### config.mk
export PLATFORM = sky130hd
export DESIGN_NAME = pnm_header_parser_core
export DESIGN_NICKNAME = d
export VERILOG_FILES = /design/src/rtl/pnm_pkg.sv /design/src/rtl/pnm_front.sv /design/src/rtl/pnm_queue.sv /design/src/rtl/pnm_back.sv /design/src/rtl/pnm_header_parser_core.sv
export SDC_FILE = /design/constraint.sdc
export NUM_CORES = 1
export LEC_CHECK = 0
export ABC_AREA = 1
export BUFFER_PORTS_ARGS = -buffer_cell sky130_fd_sc_hd__buf_4
export CAP_MARGIN = 25
export CORE_UTILIZATION = 50
export DETAILED_ROUTE_END_ITERATION = 8
export PLACE_DENSITY = 0.67
export SYNTH_ARGS = -nofsm -noshare
export SYNTH_HDL_FRONTEND = slang
export SYNTH_SLANG_ARGS = --single-unit
### constraint.sdc
create_clock -name clock -period 6.4 [get_ports clock]
set_clock_uncertainty 0.1 [all_clocks]
set_input_delay 1.28 -clock clock [delete_from_list [all_inputs] [get_ports clock]]
set_output_delay 1.28 -clock clock [all_outputs]
set_load 0.02 [all_outputs]
### src/rtl/pnm_pkg.sv
package pnm_pkg;

   localparam int LINE_LIMIT = 255;
   localparam int VALUE_BITS = 16;
   localparam int OUT_BITS = 16;
   localparam int LINE_BITS = $clog2(LINE_LIMIT + 1);

   // Both queues use this depth; it must be a power of two so the pointers wrap.
   localparam int QUEUE_DEPTH = 2;
   localparam int PTR_BITS = (QUEUE_DEPTH > 1) ? $clog2(QUEUE_DEPTH) : 1;
   localparam int COUNT_BITS = $clog2(QUEUE_DEPTH + 1);

   localparam logic [7:0] CHAR_NEWLINE = 8'h0A;
   localparam logic [7:0] CHAR_HASH = 8'h23;
   localparam logic [7:0] CHAR_P = 8'h50;
   localparam logic [7:0] CHAR_ZERO = 8'h30;
   localparam logic [7:0] CHAR_NINE = 8'h39;
   localparam logic [7:0] CHAR_SPACE = 8'h20;
   localparam logic [7:0] CHAR_TAB = 8'h09;
   localparam logic [7:0] CHAR_VTAB = 8'h0B;
   localparam logic [7:0] CHAR_FEED = 8'h0C;
   localparam logic [7:0] CHAR_RETURN = 8'h0D;

   localparam logic [2:0] STATUS_PARSING = 3'd0;
   localparam logic [2:0] STATUS_DONE = 3'd1;
   localparam logic [2:0] STATUS_BAD_MAGIC = 3'd2;
   localparam logic [2:0] STATUS_BAD_SIZE = 3'd3;
   localparam logic [2:0] STATUS_BAD_MAX = 3'd4;
   localparam logic [2:0] STATUS_TOO_LONG = 3'd5;
   localparam logic [2:0] STATUS_EARLY_END = 3'd6;

   typedef enum logic [3:0] {
      PHASE_MAGIC = 4'b0001,
      PHASE_SIZE  = 4'b0010,
      PHASE_MAX   = 4'b0100,
      PHASE_DONE  = 4'b1000
   } phase_type;

   typedef enum logic [1:0] {
      CLASS_NONE  = 2'd0,
      CLASS_P     = 2'd1,
      CLASS_DIGIT = 2'd2,
      CLASS_OTHER = 2'd3
   } class_type;

   typedef enum logic [2:0] {
      STEP_FIRST  = 3'd0,
      STEP_GAP    = 3'd1,
      STEP_SECOND = 3'd2,
      STEP_TAIL   = 3'd3,
      STEP_FAIL   = 3'd4
   } step_type;

   typedef struct packed {
      logic       start_new;
      logic       input_ended;
      logic       is_newline;
      logic       is_hash;
      logic       is_p;
      logic       is_digit;
      logic       is_blank;
      logic [3:0] digit;
   } item_type;

   typedef struct packed {
      logic [2:0]          status;
      logic [OUT_BITS-1:0] image_width;
      logic [OUT_BITS-1:0] image_height;
      logic [OUT_BITS-1:0] max_value;
   } result_type;

   // acc * 10 + d, held at the all-ones value on overflow.
   function automatic logic [VALUE_BITS-1:0] add_digit(input logic [VALUE_BITS-1:0] acc,
                                                      input logic [3:0] d);
      logic [VALUE_BITS+3:0] wide;
      logic [VALUE_BITS+3:0] sum;
      wide = {4'd0, acc};
      sum = (wide << 3) + (wide << 1) + {{VALUE_BITS{1'b0}}, d};
      if (sum[VALUE_BITS+3:VALUE_BITS] != 4'd0) begin
         return {VALUE_BITS{1'b1}};
      end
      return sum[VALUE_BITS-1:0];
   endfunction

endpackage

### src/rtl/pnm_front.sv
module pnm_front (
   input  logic [7:0]        data_byte,
   input  logic              input_ended,
   input  logic              start_new,
   output pnm_pkg::item_type item
);

   logic is_digit;

   assign is_digit = (data_byte >= pnm_pkg::CHAR_ZERO) && (data_byte <= pnm_pkg::CHAR_NINE);

   always_comb begin
      item.start_new = start_new;
      item.input_ended = input_ended;
      item.is_newline = (data_byte == pnm_pkg::CHAR_NEWLINE);
      item.is_hash = (data_byte == pnm_pkg::CHAR_HASH);
      item.is_p = (data_byte == pnm_pkg::CHAR_P);
      item.is_digit = is_digit;
      item.is_blank = (data_byte == pnm_pkg::CHAR_SPACE) || (data_byte == pnm_pkg::CHAR_TAB) ||
                      (data_byte == pnm_pkg::CHAR_VTAB) || (data_byte == pnm_pkg::CHAR_FEED) ||
                      (data_byte == pnm_pkg::CHAR_RETURN);
      item.digit = is_digit ? data_byte[3:0] : 4'd0;
   end

endmodule

### src/rtl/pnm_queue.sv
module pnm_queue (
   input  logic              clock,
   input  logic              reset,
   input  logic              wr_en,
   input  pnm_pkg::item_type wr_item,
   output logic              full,
   input  logic              rd_en,
   output pnm_pkg::item_type rd_item,
   output logic              empty
);

   pnm_pkg::item_type entry_ff [pnm_pkg::QUEUE_DEPTH];
   logic [pnm_pkg::PTR_BITS-1:0] wr_ptr_ff, wr_ptr_in;
   logic [pnm_pkg::PTR_BITS-1:0] rd_ptr_ff, rd_ptr_in;
   logic [pnm_pkg::COUNT_BITS-1:0] count_ff, count_in;

   assign full = (count_ff == pnm_pkg::COUNT_BITS'(pnm_pkg::QUEUE_DEPTH));
   assign empty = (count_ff == '0);
   assign rd_item = entry_ff[rd_ptr_ff];

   always_comb begin
      wr_ptr_in = wr_ptr_ff;
      rd_ptr_in = rd_ptr_ff;
      count_in = count_ff;
      if (wr_en) begin
         wr_ptr_in = wr_ptr_ff + pnm_pkg::PTR_BITS'(1);
      end
      if (rd_en) begin
         rd_ptr_in = rd_ptr_ff + pnm_pkg::PTR_BITS'(1);
      end
      if (wr_en && !rd_en) begin
         count_in = count_ff + pnm_pkg::COUNT_BITS'(1);
      end else if (rd_en && !wr_en) begin
         count_in = count_ff - pnm_pkg::COUNT_BITS'(1);
      end
   end

   always_ff @(posedge clock) begin
      if (reset) begin
         wr_ptr_ff <= '0;
         rd_ptr_ff <= '0;
         count_ff <= '0;
      end else begin
         wr_ptr_ff <= wr_ptr_in;
         rd_ptr_ff <= rd_ptr_in;
         count_ff <= count_in;
      end
   end

   always_ff @(posedge clock) begin
      if (wr_en) begin
         entry_ff[wr_ptr_ff] <= wr_item;
      end
   end

endmodule

### src/rtl/pnm_back.sv
module pnm_back (
   input  logic                clock,
   input  logic                reset,
   input  logic                item_valid,
   input  pnm_pkg::item_type   item,
   output logic                item_take,
   input  logic                out_pop,
   output logic                out_empty,
   output pnm_pkg::result_type out_result
);

   pnm_pkg::phase_type phase_ff, phase_in;
   pnm_pkg::class_type class_ff, class_in;
   pnm_pkg::step_type step_ff, step_in;
   logic comment_ff, comment_in;
   logic [pnm_pkg::LINE_BITS-1:0] line_ff, line_in;
   logic [pnm_pkg::VALUE_BITS-1:0] width_ff, width_in;
   logic [pnm_pkg::VALUE_BITS-1:0] height_ff, height_in;
   logic [pnm_pkg::VALUE_BITS-1:0] maxval_ff, maxval_in;
   logic [2:0] status_ff, status_in;

   pnm_pkg::result_type result_ff [pnm_pkg::QUEUE_DEPTH];
   pnm_pkg::result_type new_result;
   logic [pnm_pkg::PTR_BITS-1:0] wr_ptr_ff, rd_ptr_ff;
   logic [pnm_pkg::COUNT_BITS-1:0] count_ff;
   logic do_pop;

   assign item_take = item_valid && (count_ff != pnm_pkg::COUNT_BITS'(pnm_pkg::QUEUE_DEPTH));
   assign out_empty = (count_ff == '0);
   assign do_pop = out_pop && !out_empty;
   assign out_result = result_ff[rd_ptr_ff];

   always_comb begin
      phase_in = phase_ff;
      class_in = class_ff;
      step_in = step_ff;
      comment_in = comment_ff;
      line_in = line_ff;
      width_in = width_ff;
      height_in = height_ff;
      maxval_in = maxval_ff;
      status_in = status_ff;

      if (item.start_new) begin
         phase_in = pnm_pkg::PHASE_MAGIC;
         class_in = pnm_pkg::CLASS_NONE;
         step_in = pnm_pkg::STEP_FIRST;
         comment_in = 1'b0;
         line_in = '0;
         width_in = '0;
         height_in = '0;
         maxval_in = '0;
         status_in = pnm_pkg::STATUS_PARSING;
      end

      if (status_in == pnm_pkg::STATUS_PARSING) begin
         if (item.input_ended) begin
            status_in = pnm_pkg::STATUS_EARLY_END;
         end else if (item.is_newline) begin
            // A line is judged only when its newline arrives; empty lines are skipped.
            if (class_in != pnm_pkg::CLASS_NONE) begin
               case (phase_in)
                  pnm_pkg::PHASE_MAGIC: begin
                     if (class_in == pnm_pkg::CLASS_P) begin
                        phase_in = pnm_pkg::PHASE_SIZE;
                     end else begin
                        status_in = pnm_pkg::STATUS_BAD_MAGIC;
                     end
                  end
                  pnm_pkg::PHASE_SIZE: begin
                     if (class_in == pnm_pkg::CLASS_DIGIT &&
                         (step_in == pnm_pkg::STEP_SECOND || step_in == pnm_pkg::STEP_TAIL)) begin
                        phase_in = pnm_pkg::PHASE_MAX;
                     end else begin
                        status_in = pnm_pkg::STATUS_BAD_SIZE;
                     end
                  end
                  pnm_pkg::PHASE_MAX: begin
                     if (class_in == pnm_pkg::CLASS_DIGIT) begin
                        phase_in = pnm_pkg::PHASE_DONE;
                        status_in = pnm_pkg::STATUS_DONE;
                     end else begin
                        status_in = pnm_pkg::STATUS_BAD_MAX;
                     end
                  end
                  default: begin
                  end
               endcase
            end
            comment_in = 1'b0;
            line_in = '0;
            class_in = pnm_pkg::CLASS_NONE;
            step_in = pnm_pkg::STEP_FIRST;
         end else if (item.is_hash) begin
            comment_in = 1'b1;
         end else if (!comment_in) begin
            if (line_in == '0) begin
               if (item.is_p) begin
                  class_in = pnm_pkg::CLASS_P;
               end else if (item.is_digit) begin
                  class_in = pnm_pkg::CLASS_DIGIT;
               end else begin
                  class_in = pnm_pkg::CLASS_OTHER;
               end
               step_in = pnm_pkg::STEP_FIRST;
               if (item.is_digit && phase_in == pnm_pkg::PHASE_SIZE) begin
                  width_in = '0;
                  height_in = '0;
               end
               if (item.is_digit && phase_in == pnm_pkg::PHASE_MAX) begin
                  maxval_in = '0;
               end
            end

            if (class_in == pnm_pkg::CLASS_DIGIT) begin
               if (phase_in == pnm_pkg::PHASE_SIZE) begin
                  case (step_in)
                     pnm_pkg::STEP_FIRST: begin
                        if (item.is_digit) begin
                           width_in = pnm_pkg::add_digit(width_in, item.digit);
                        end else if (item.is_blank) begin
                           step_in = pnm_pkg::STEP_GAP;
                        end else begin
                           step_in = pnm_pkg::STEP_FAIL;
                        end
                     end
                     pnm_pkg::STEP_GAP: begin
                        if (item.is_digit) begin
                           height_in = pnm_pkg::add_digit(height_in, item.digit);
                           step_in = pnm_pkg::STEP_SECOND;
                        end else if (!item.is_blank) begin
                           step_in = pnm_pkg::STEP_FAIL;
                        end
                     end
                     pnm_pkg::STEP_SECOND: begin
                        if (item.is_digit) begin
                           height_in = pnm_pkg::add_digit(height_in, item.digit);
                        end else begin
                           step_in = pnm_pkg::STEP_TAIL;
                        end
                     end
                     default: begin
                     end
                  endcase
               end else if (phase_in == pnm_pkg::PHASE_MAX) begin
                  if (step_in == pnm_pkg::STEP_FIRST) begin
                     if (item.is_digit) begin
                        maxval_in = pnm_pkg::add_digit(maxval_in, item.digit);
                     end else begin
                        step_in = pnm_pkg::STEP_TAIL;
                     end
                  end
               end
            end

            line_in = line_in + pnm_pkg::LINE_BITS'(1);
            if (line_in >= pnm_pkg::LINE_BITS'(pnm_pkg::LINE_LIMIT)) begin
               status_in = pnm_pkg::STATUS_TOO_LONG;
            end
         end
      end

      new_result.status = status_in;
      new_result.image_width = pnm_pkg::OUT_BITS'(width_in);
      new_result.image_height = pnm_pkg::OUT_BITS'(height_in);
      new_result.max_value = pnm_pkg::OUT_BITS'(maxval_in);
   end

   always_ff @(posedge clock) begin
      if (reset) begin
         phase_ff <= pnm_pkg::PHASE_MAGIC;
         class_ff <= pnm_pkg::CLASS_NONE;
         step_ff <= pnm_pkg::STEP_FIRST;
         comment_ff <= 1'b0;
         line_ff <= '0;
         width_ff <= '0;
         height_ff <= '0;
         maxval_ff <= '0;
         status_ff <= pnm_pkg::STATUS_PARSING;
      end else if (item_take) begin
         phase_ff <= phase_in;
         class_ff <= class_in;
         step_ff <= step_in;
         comment_ff <= comment_in;
         line_ff <= line_in;
         width_ff <= width_in;
         height_ff <= height_in;
         maxval_ff <= maxval_in;
         status_ff <= status_in;
      end
   end

   always_ff @(posedge clock) begin
      if (reset) begin
         wr_ptr_ff <= '0;
         rd_ptr_ff <= '0;
         count_ff <= '0;
      end else begin
         if (item_take) begin
            wr_ptr_ff <= wr_ptr_ff + pnm_pkg::PTR_BITS'(1);
         end
         if (do_pop) begin
            rd_ptr_ff <= rd_ptr_ff + pnm_pkg::PTR_BITS'(1);
         end
         if (item_take && !do_pop) begin
            count_ff <= count_ff + pnm_pkg::COUNT_BITS'(1);
         end else if (do_pop && !item_take) begin
            count_ff <= count_ff - pnm_pkg::COUNT_BITS'(1);
         end
      end
   end

   always_ff @(posedge clock) begin
      if (item_take) begin
         result_ff[wr_ptr_ff] <= new_result;
      end
   end

endmodule

### src/rtl/pnm_header_parser_core.sv
// Channel    | Ports                                            | Transaction when
// -----------+--------------------------------------------------+------------------------
// request    | push, full, req_data_byte, req_input_ended,      | push && !full
//            | req_start_new                                    |
// response   | empty, pop, rsp_status, rsp_image_width,         | pop && !empty
//            | rsp_image_height, rsp_max_value                  |
//
// One byte per cycle sustained while responses are popped; each request gives exactly one response.
// A taken request is registered in the classifier queue, then the parse state update
// writes its result into the result queue, which drives the response ports.
// Both queues are two entries deep; full rises only while the classifier queue is full.
// Synchronous reset empties both queues and returns the parser to its start state.
module pnm_header_parser_core (
   input  logic                         clock,
   input  logic                         reset,
   input  logic                         push,
   output logic                         full,
   input  logic [7:0]                   req_data_byte,
   input  logic                         req_input_ended,
   input  logic                         req_start_new,
   output logic                         empty,
   input  logic                         pop,
   output logic [2:0]                   rsp_status,
   output logic [pnm_pkg::OUT_BITS-1:0] rsp_image_width,
   output logic [pnm_pkg::OUT_BITS-1:0] rsp_image_height,
   output logic [pnm_pkg::OUT_BITS-1:0] rsp_max_value
);

   pnm_pkg::item_type front_item;
   pnm_pkg::item_type queued_item;
   pnm_pkg::result_type result;
   logic queue_empty;
   logic back_take;

   pnm_front u_front (
      .data_byte   (req_data_byte),
      .input_ended (req_input_ended),
      .start_new   (req_start_new),
      .item        (front_item)
   );

   pnm_queue u_queue (
      .clock   (clock),
      .reset   (reset),
      .wr_en   (push && !full),
      .wr_item (front_item),
      .full    (full),
      .rd_en   (back_take),
      .rd_item (queued_item),
      .empty   (queue_empty)
   );

   pnm_back u_back (
      .clock      (clock),
      .reset      (reset),
      .item_valid (!queue_empty),
      .item       (queued_item),
      .item_take  (back_take),
      .out_pop    (pop),
      .out_empty  (empty),
      .out_result (result)
   );

   assign rsp_status = result.status;
   assign rsp_image_width = result.image_width;
   assign rsp_image_height = result.image_height;
   assign rsp_max_value = result.max_value;

endmodule

=== Word-level counts from Yosys, hierarchy flattened ===
Memory sizes are Yosys's and may differ from the RTL's. A register that Yosys moved wholly into a read port is not among the register bits.
Index checks and enable logic that the tools add are counted.

* Add/subtract/negate cells: 15
* Magnitude comparators: 3
* Eq/ne operators: 20
* Mux-type cells: 180
* Reductions and logical operators: 33

{| class="wikitable"
|+ Operators by type and width
! kind !! count
|-
| $mux 16 || 59
|-
| $mux 3 || 32
|-
| $add 19x17->20 || 3
|-
| $add 20x4->20 || 3
|-
| $mux 1 || 53
|-
| $mux 8 || 6
|-
| $eq 8x4->1 const B || 5
|-
| $mux 4 || 9
|-
| $mux 2 || 17
|-
| $pmux 16 s2 || 1
|-
| $pmux 3 s3 || 2
|-
| $eq 8x6->1 const B || 2
|-
| $pmux 4 s3 || 1
|-
| $reduce_bool 4->1 || 3
|-
| $logic_and 1x1->1 || 11
|-
| $eq 3x2->1 const B || 3
|-
| $add 8x1->8 const B || 1
|-
| $eq 8x7->1 const B || 1
|-
| $ge 8x6->1 const B || 1
|-
| $ge 8x8->1 const B || 1
|-
| $le 8x6->1 const B || 1
|-
| $logic_not 8->1 || 1
|-
| $eq 2x2->1 const B || 3
|-
| $logic_not 1->1 || 6
|-
| 13 further kinds || 26
|}

* Flip-flop bits (word level): 77
* RAM bits: 124
* Input bits: 14
* Output and inout port bits: 53
* Word-level logic and storage cells: 268
* Memories: 2

{| class="wikitable"
|+ Memories
! name !! depth !! bits a word !! rd ports !! clocked after Yosys merged registers in !! write ports !! line !! source
|-
| u_back.result_ff || 2 || 51 || 1 || 1 || 1 || pnm_back.sv:22 || <nowiki>pnm_pkg::result_type result_ff [pnm_pkg::QUEUE_DEPTH];</nowiki>
|-
| u_queue.entry_ff || 2 || 11 || 1 || 1 || 1 || pnm_queue.sv:12 || <nowiki>pnm_pkg::item_type entry_ff [pnm_pkg::QUEUE_DEPTH];</nowiki>
|}

=== Logic depth before layout (Yosys ltp) ===
* Depth in word-level cells: 35
* Mapped depth: 38
* Mapped depth without buffers: 35

=== Modules after synthesis ===
Synthesis repeated with hierarchy kept, for this count alone.

* Cells, all modules: 1886
* Area, all modules: 14351.3 um2

{| class="wikitable"
|+ By module, submodules not included
! module !! instances !! cells an instance !! area each (um2)
|-
| pnm_back || 1 || 1774 || 13093.8
|-
| pnm_queue || 1 || 67 || 1024.7
|-
| pnm_front || 1 || 42 || 219.0
|-
| pnm_header_parser_core || 1 || 3 || 13.8
|}

=== Worst setup path after synthesis ===
No wires, ideal clock.

* Kind: register -> register
* From: register with a tool-made name
* To: memory u_back.result_ff[0][33] (netlist name) (data pin)
* Library setup time: 0.257 ns
* Data arrival time: 5.260 ns
* Setup slack: 0.783 ns
* Cell stages (with the launch flop): 34
* Path buffers: 5
* Cells stage by stage: dfxtp_1 > nand2_1 > nand2_4 > clkbuf_1 > clkbuf_1 > buf_1 > nor2_1 > inv_1 > ha_1 > nand3_2 > nor2_8 > nand2_2 > clkinv_1 > clkbuf_1 > nor2_1 > ha_1 > ha_1 > fa_1 > nand3_1 > nand3_1 > nand2_1 > nand3_1 > nand2_1 > nand2_1 > nand3_1 > nand2_1 > xor2_1 > nor2_1 > clkbuf_1 > nand3_1 > nand2_1 > nand2_1 > nand2_1 > nand2_1

{| class="wikitable"
|+ RTL lines
! item !! line
|-
| to (decl) || pnm_back.sv:22
|}

==> flow_results.org <==
** Global route
- Overflow after GRT :: 0
- Entering global routing, the biggest net connects 64 pins.
- The via count of the first global-routing pass was 11518.
- First-pass GRT wire length :: 56.8 mm
- The number of antenna violations at the first check in global routing is 0.
- Global routing used 24.5% of the available tracks across all layers.

** Final layout
- Fill cell instance count of the final layout :: 2538
- Multi-input combinational cell area :: 0.00737 mm^2
- Antenna cell count :: 0
- After routing the design area is around 0.016 mm^2.
- After the last flow step, the layout net total stands at 2022.
- Share of final-layout standard cells stronger than drive strength 1 :: 11.3%
- FF+latch area :: roughly 0.0053 mm^2
- Relative to the synthesized area, the layout overhead comes to 12.1%.

** Worst setup path
- Endpoint class of the critical path :: register
- STA classifies the critical path startpoint as a register.
- Data arrival time of the critical path :: between 5 and 6 ns
- Kind of critical path :: register to register
- Required time of the critical path :: between 6 and 7 ns
- Slowest CP cell :: clkinv_1
- Critical path peak fanout :: 41
- By instance count, the cell type seen most on the critical path is nand2_1.
- The largest single stage delay on the critical path is 0.49 ns.

** Power
- Power spread over the standard cell area amounts to between 500 and 600 mW/mm^2.
- After layout, the design draws a total of 7.95 mW.
- Worst vdd rail ir drop :: 0.302 mV
- Leakage component of the power :: 7.59 nW

** Logic synthesis
- In this run, synthesis inferred 124 flip-flops with an integrated enable.
- In the synthesized netlist the async set-or-reset flop fraction comes to 0%.
- Predominant post-synthesis flop cell :: edfxtp_1
- Largest family of logic cells by synthesized area :: simple AND/OR/NAND/NOR gates
- Fraction of post-synthesis cell area in the top cell type by area :: 26.6%
- Biggest area consumer among synthesized cells :: edfxtp_1
- Adder-cell share of the synthesized area :: 9.48%
- Yosys printed 0 warnings.
- Yosys attributes the largest share of cell area to edfxtp_1 (27%), dfxtp_1 (11%), nand2_1 (11%).
- XOR/XNOR share of the synthesized area :: 2.44%
- Compound-cell area share of the yosys netlist :: 13.4%
- Simple-gate share of the synthesized area :: roughly 23%
- Counting every instance in the synthesized netlist gives 1858.
- After synthesis, flip-flops and latches occupy 37.9% of the total area.
- Most used standard cells in the synthesized netlist :: nand2_1 (413), inv_1 (280), nor2_1 (194)
- Most frequent cell after synthesis :: nand2_1
- Count of state elements after synthesis :: 203
- Count of distinct cell types in the synthesized netlist :: 55
- The mapped netlist covers 0.0140 mm^2.
- A synthesized cell averages 7.53 um^2.
- Mapped Nets :: 1975
- Mux share of post-synthesis cell area :: ~4.3%

** Routing
- The count of nets left with antenna violations once routing finished came out at 0.
- After detailed routing, the total wire length is 34.6 mm.
- Wire length per cell after detailed routing :: 15.1 um
- DRC viols :: 0
- DRC violation total after the first TritonRoute iteration :: 915
- Before antenna repair, the detailed router went through 8 iterations.
- Post-detailed-route via-to-cell ratio :: roughly 5.3
- Vias post-DR :: 12184

** Placed design
- Prior to clock tree synthesis, the placed netlist has a worst setup slack of 0.732 ns.
- Buffers placed on the I/O ports in this run total 66.
- At the end of routability-driven placement, the weighted congestion stood at 0.934.
- After legalization and detailed placement, the total HPWL measured about 24 mm.
- The placed instances occupy a cell area of 0.0148 mm^2.

** Clock tree
- Clock transition time at the flip-flop clock pins of the worst setup and hold paths :: roughly 0.06 ns
- In this run the post-CTS setup repair buffer count came out at 0.
- Number of buffers inserted by hold repair at cts :: 0
- The root buffer cell chosen for the clock tree is clkbuf_16.
- CTS built an H-tree with a depth of 1.
- Clock latency on the worst-skew pair :: 0.52 ns
- The longest clock path from root to sink contains 3 buffers.
- Sinks on the clock net :: between 200 and 250
- Post-cts sizing count :: 0
- TritonCTS built the clock tree.
- The number of clock buffers added by TritonCTS is 23.

** Timing
- After layout, the worst path uses 90.5% of the clock period.
- The number of max-slew violations in the final report was 0.
- Setup violations remaining at the end of the flow were counted as 0.
- Across all setup checks in the final design, the least slack found is 0.611 ns.
- Shortest period the worst path allows :: 5.79 ns
- Achievable clock frequency :: 173 MHz
- Worst slew margin :: 32.7%
- Setup repair after global routing left no endpoint under its margin.
- Post-route setup TNS :: 0 ns
- For the pin with the worst max-slew slack, the measured transition is 1.00 ns.
- Final-report hold violation count :: 0

** Floorplanning
- The die is about 170 um wide.
- Count of boundary I/O pins :: 67
- The die covers approximately 0.029 mm^2.
- Initial core utilization :: 51.5%
- After floorplanning, the core was sized to cover around 0.027 mm^2.
- Std-Cell Rows :: 60
- Die boundary height :: 169 um

** Status
- Run status :: complete, no violations

** Worst hold path
- The tightest min-delay check is of the register to register type.

** Run
- Total of max-cap violations :: 0
-- cell usage in the layout, fill, tap and decap left out, types with 5 or more instances in the layout --
cell / n
a221oi_1: 5
o211ai_1: 7
nor4_1: 5
o21ai_0: 73
a31oi_1: 8
clkbuf_1: 5
bufinv_16: 5
nand4_1: 6
clkbuf_16: 23
ha_1: 98
nor3_1: 19
xor2_1: 29
o21bai_1: 10
nor2_1: 192
dfxtp_1: 78
o21ai_1: 30
mux2_2: 51
inv_1: 280
nand2_1: 413
nand3_1: 88
a21oi_1: 191
nand2_2: 7
fa_1: 5
or2_2: 5
nor2_4: 7
inv_2: 9
xnor2_1: 10
buf_4: 81
edfxtp_1: 124
-- flip-flops by register name, indices dropped and copies added, names as in the netlist, 4 cells and up, named ones only --
register and count:
u_back.result_ff 102, u_back.line_ff 8, u_back.width_ff 16, u_back.phase_ff 4
u_back.height_ff 16, u_back.maxval_ff 16, u_queue.entry_ff 22
-- stage by stage --
stage,util [%],std cells,hold WS [ns]
floorplan,-,1858,0.326
global placement,54.6,2250,0.342
detailed placement,54.6,2250,0.354
CTS,57.6,2292,0.361
global route,57.7,2294,0.396
finish,57.7,2294,0.364
-- area by class of cell --
class	instances	area share, %
repair buffers	82	4.05
well taps	372	2.97
clock buffers	29	3.88
clock inverters	13	1.31
inverters	293	7.01
flip-flops and latches	203	33.8
multi-input cells	1302	47.0
-- power breakdown --
| group | switching (mW) | internal, mW | total, mW |
|---|---|---|---|
| Sequential | 0.155 | 2.04 | 2.19 |
| Clock | 0.533 | 0.879 | 1.41 |
| Combinational | 2.88 | 1.47 | 4.35 |
| Total | 3.57 | 4.38 | 7.95 |
-- critical path: cells and delay by family (launching register included) --
| kind | cells | cell delay, ns |
|---|---|---|
| buffers and inverters | 2 | 0.93 |
| adder cells (fa/ha/maj) | 3 | 0.99 |
| AND/OR/NAND/NOR | 21 | 2.95 |
| flip-flops | 1 | 0.41 |
| XOR/XNOR | 1 | 0.14 |
-- logic make-up (layout without fill, tap and decap cells) --
family,Yosys count,in the layout
AOI/OAI and AO/OA,346,346
xor gates and xnor gates,39,39
adders and majority gates,103,103
buffers and inverters,353,417
DFF,203,203
muxes,54,54
and+or+nand+nor,760,760
-- final timing paths --
| check | startpoint | end | slack (ns) | depth (start not counted) |
|---|---|---|---|---|
| max | register | u_back.result_ff[1][38] | 0.61 | 27 |
| min | u_back.line_ff[0] | u_back.line_ff[0] | 0.36 | 2 |
| max reg2reg | register | u_back.result_ff[1][38] | 0.61 | 27 |
| min reg2reg | u_back.line_ff[0] | u_back.line_ff[0] | 0.36 | 2 |
-- metal layers --
metal,track usage [%],share of wire (%)
met5,0,0
met3,3.38,5.6
met2,40.8,45
met4,6.27,1.8
met1,33.4,47
(Power assumes the default switching activity.)
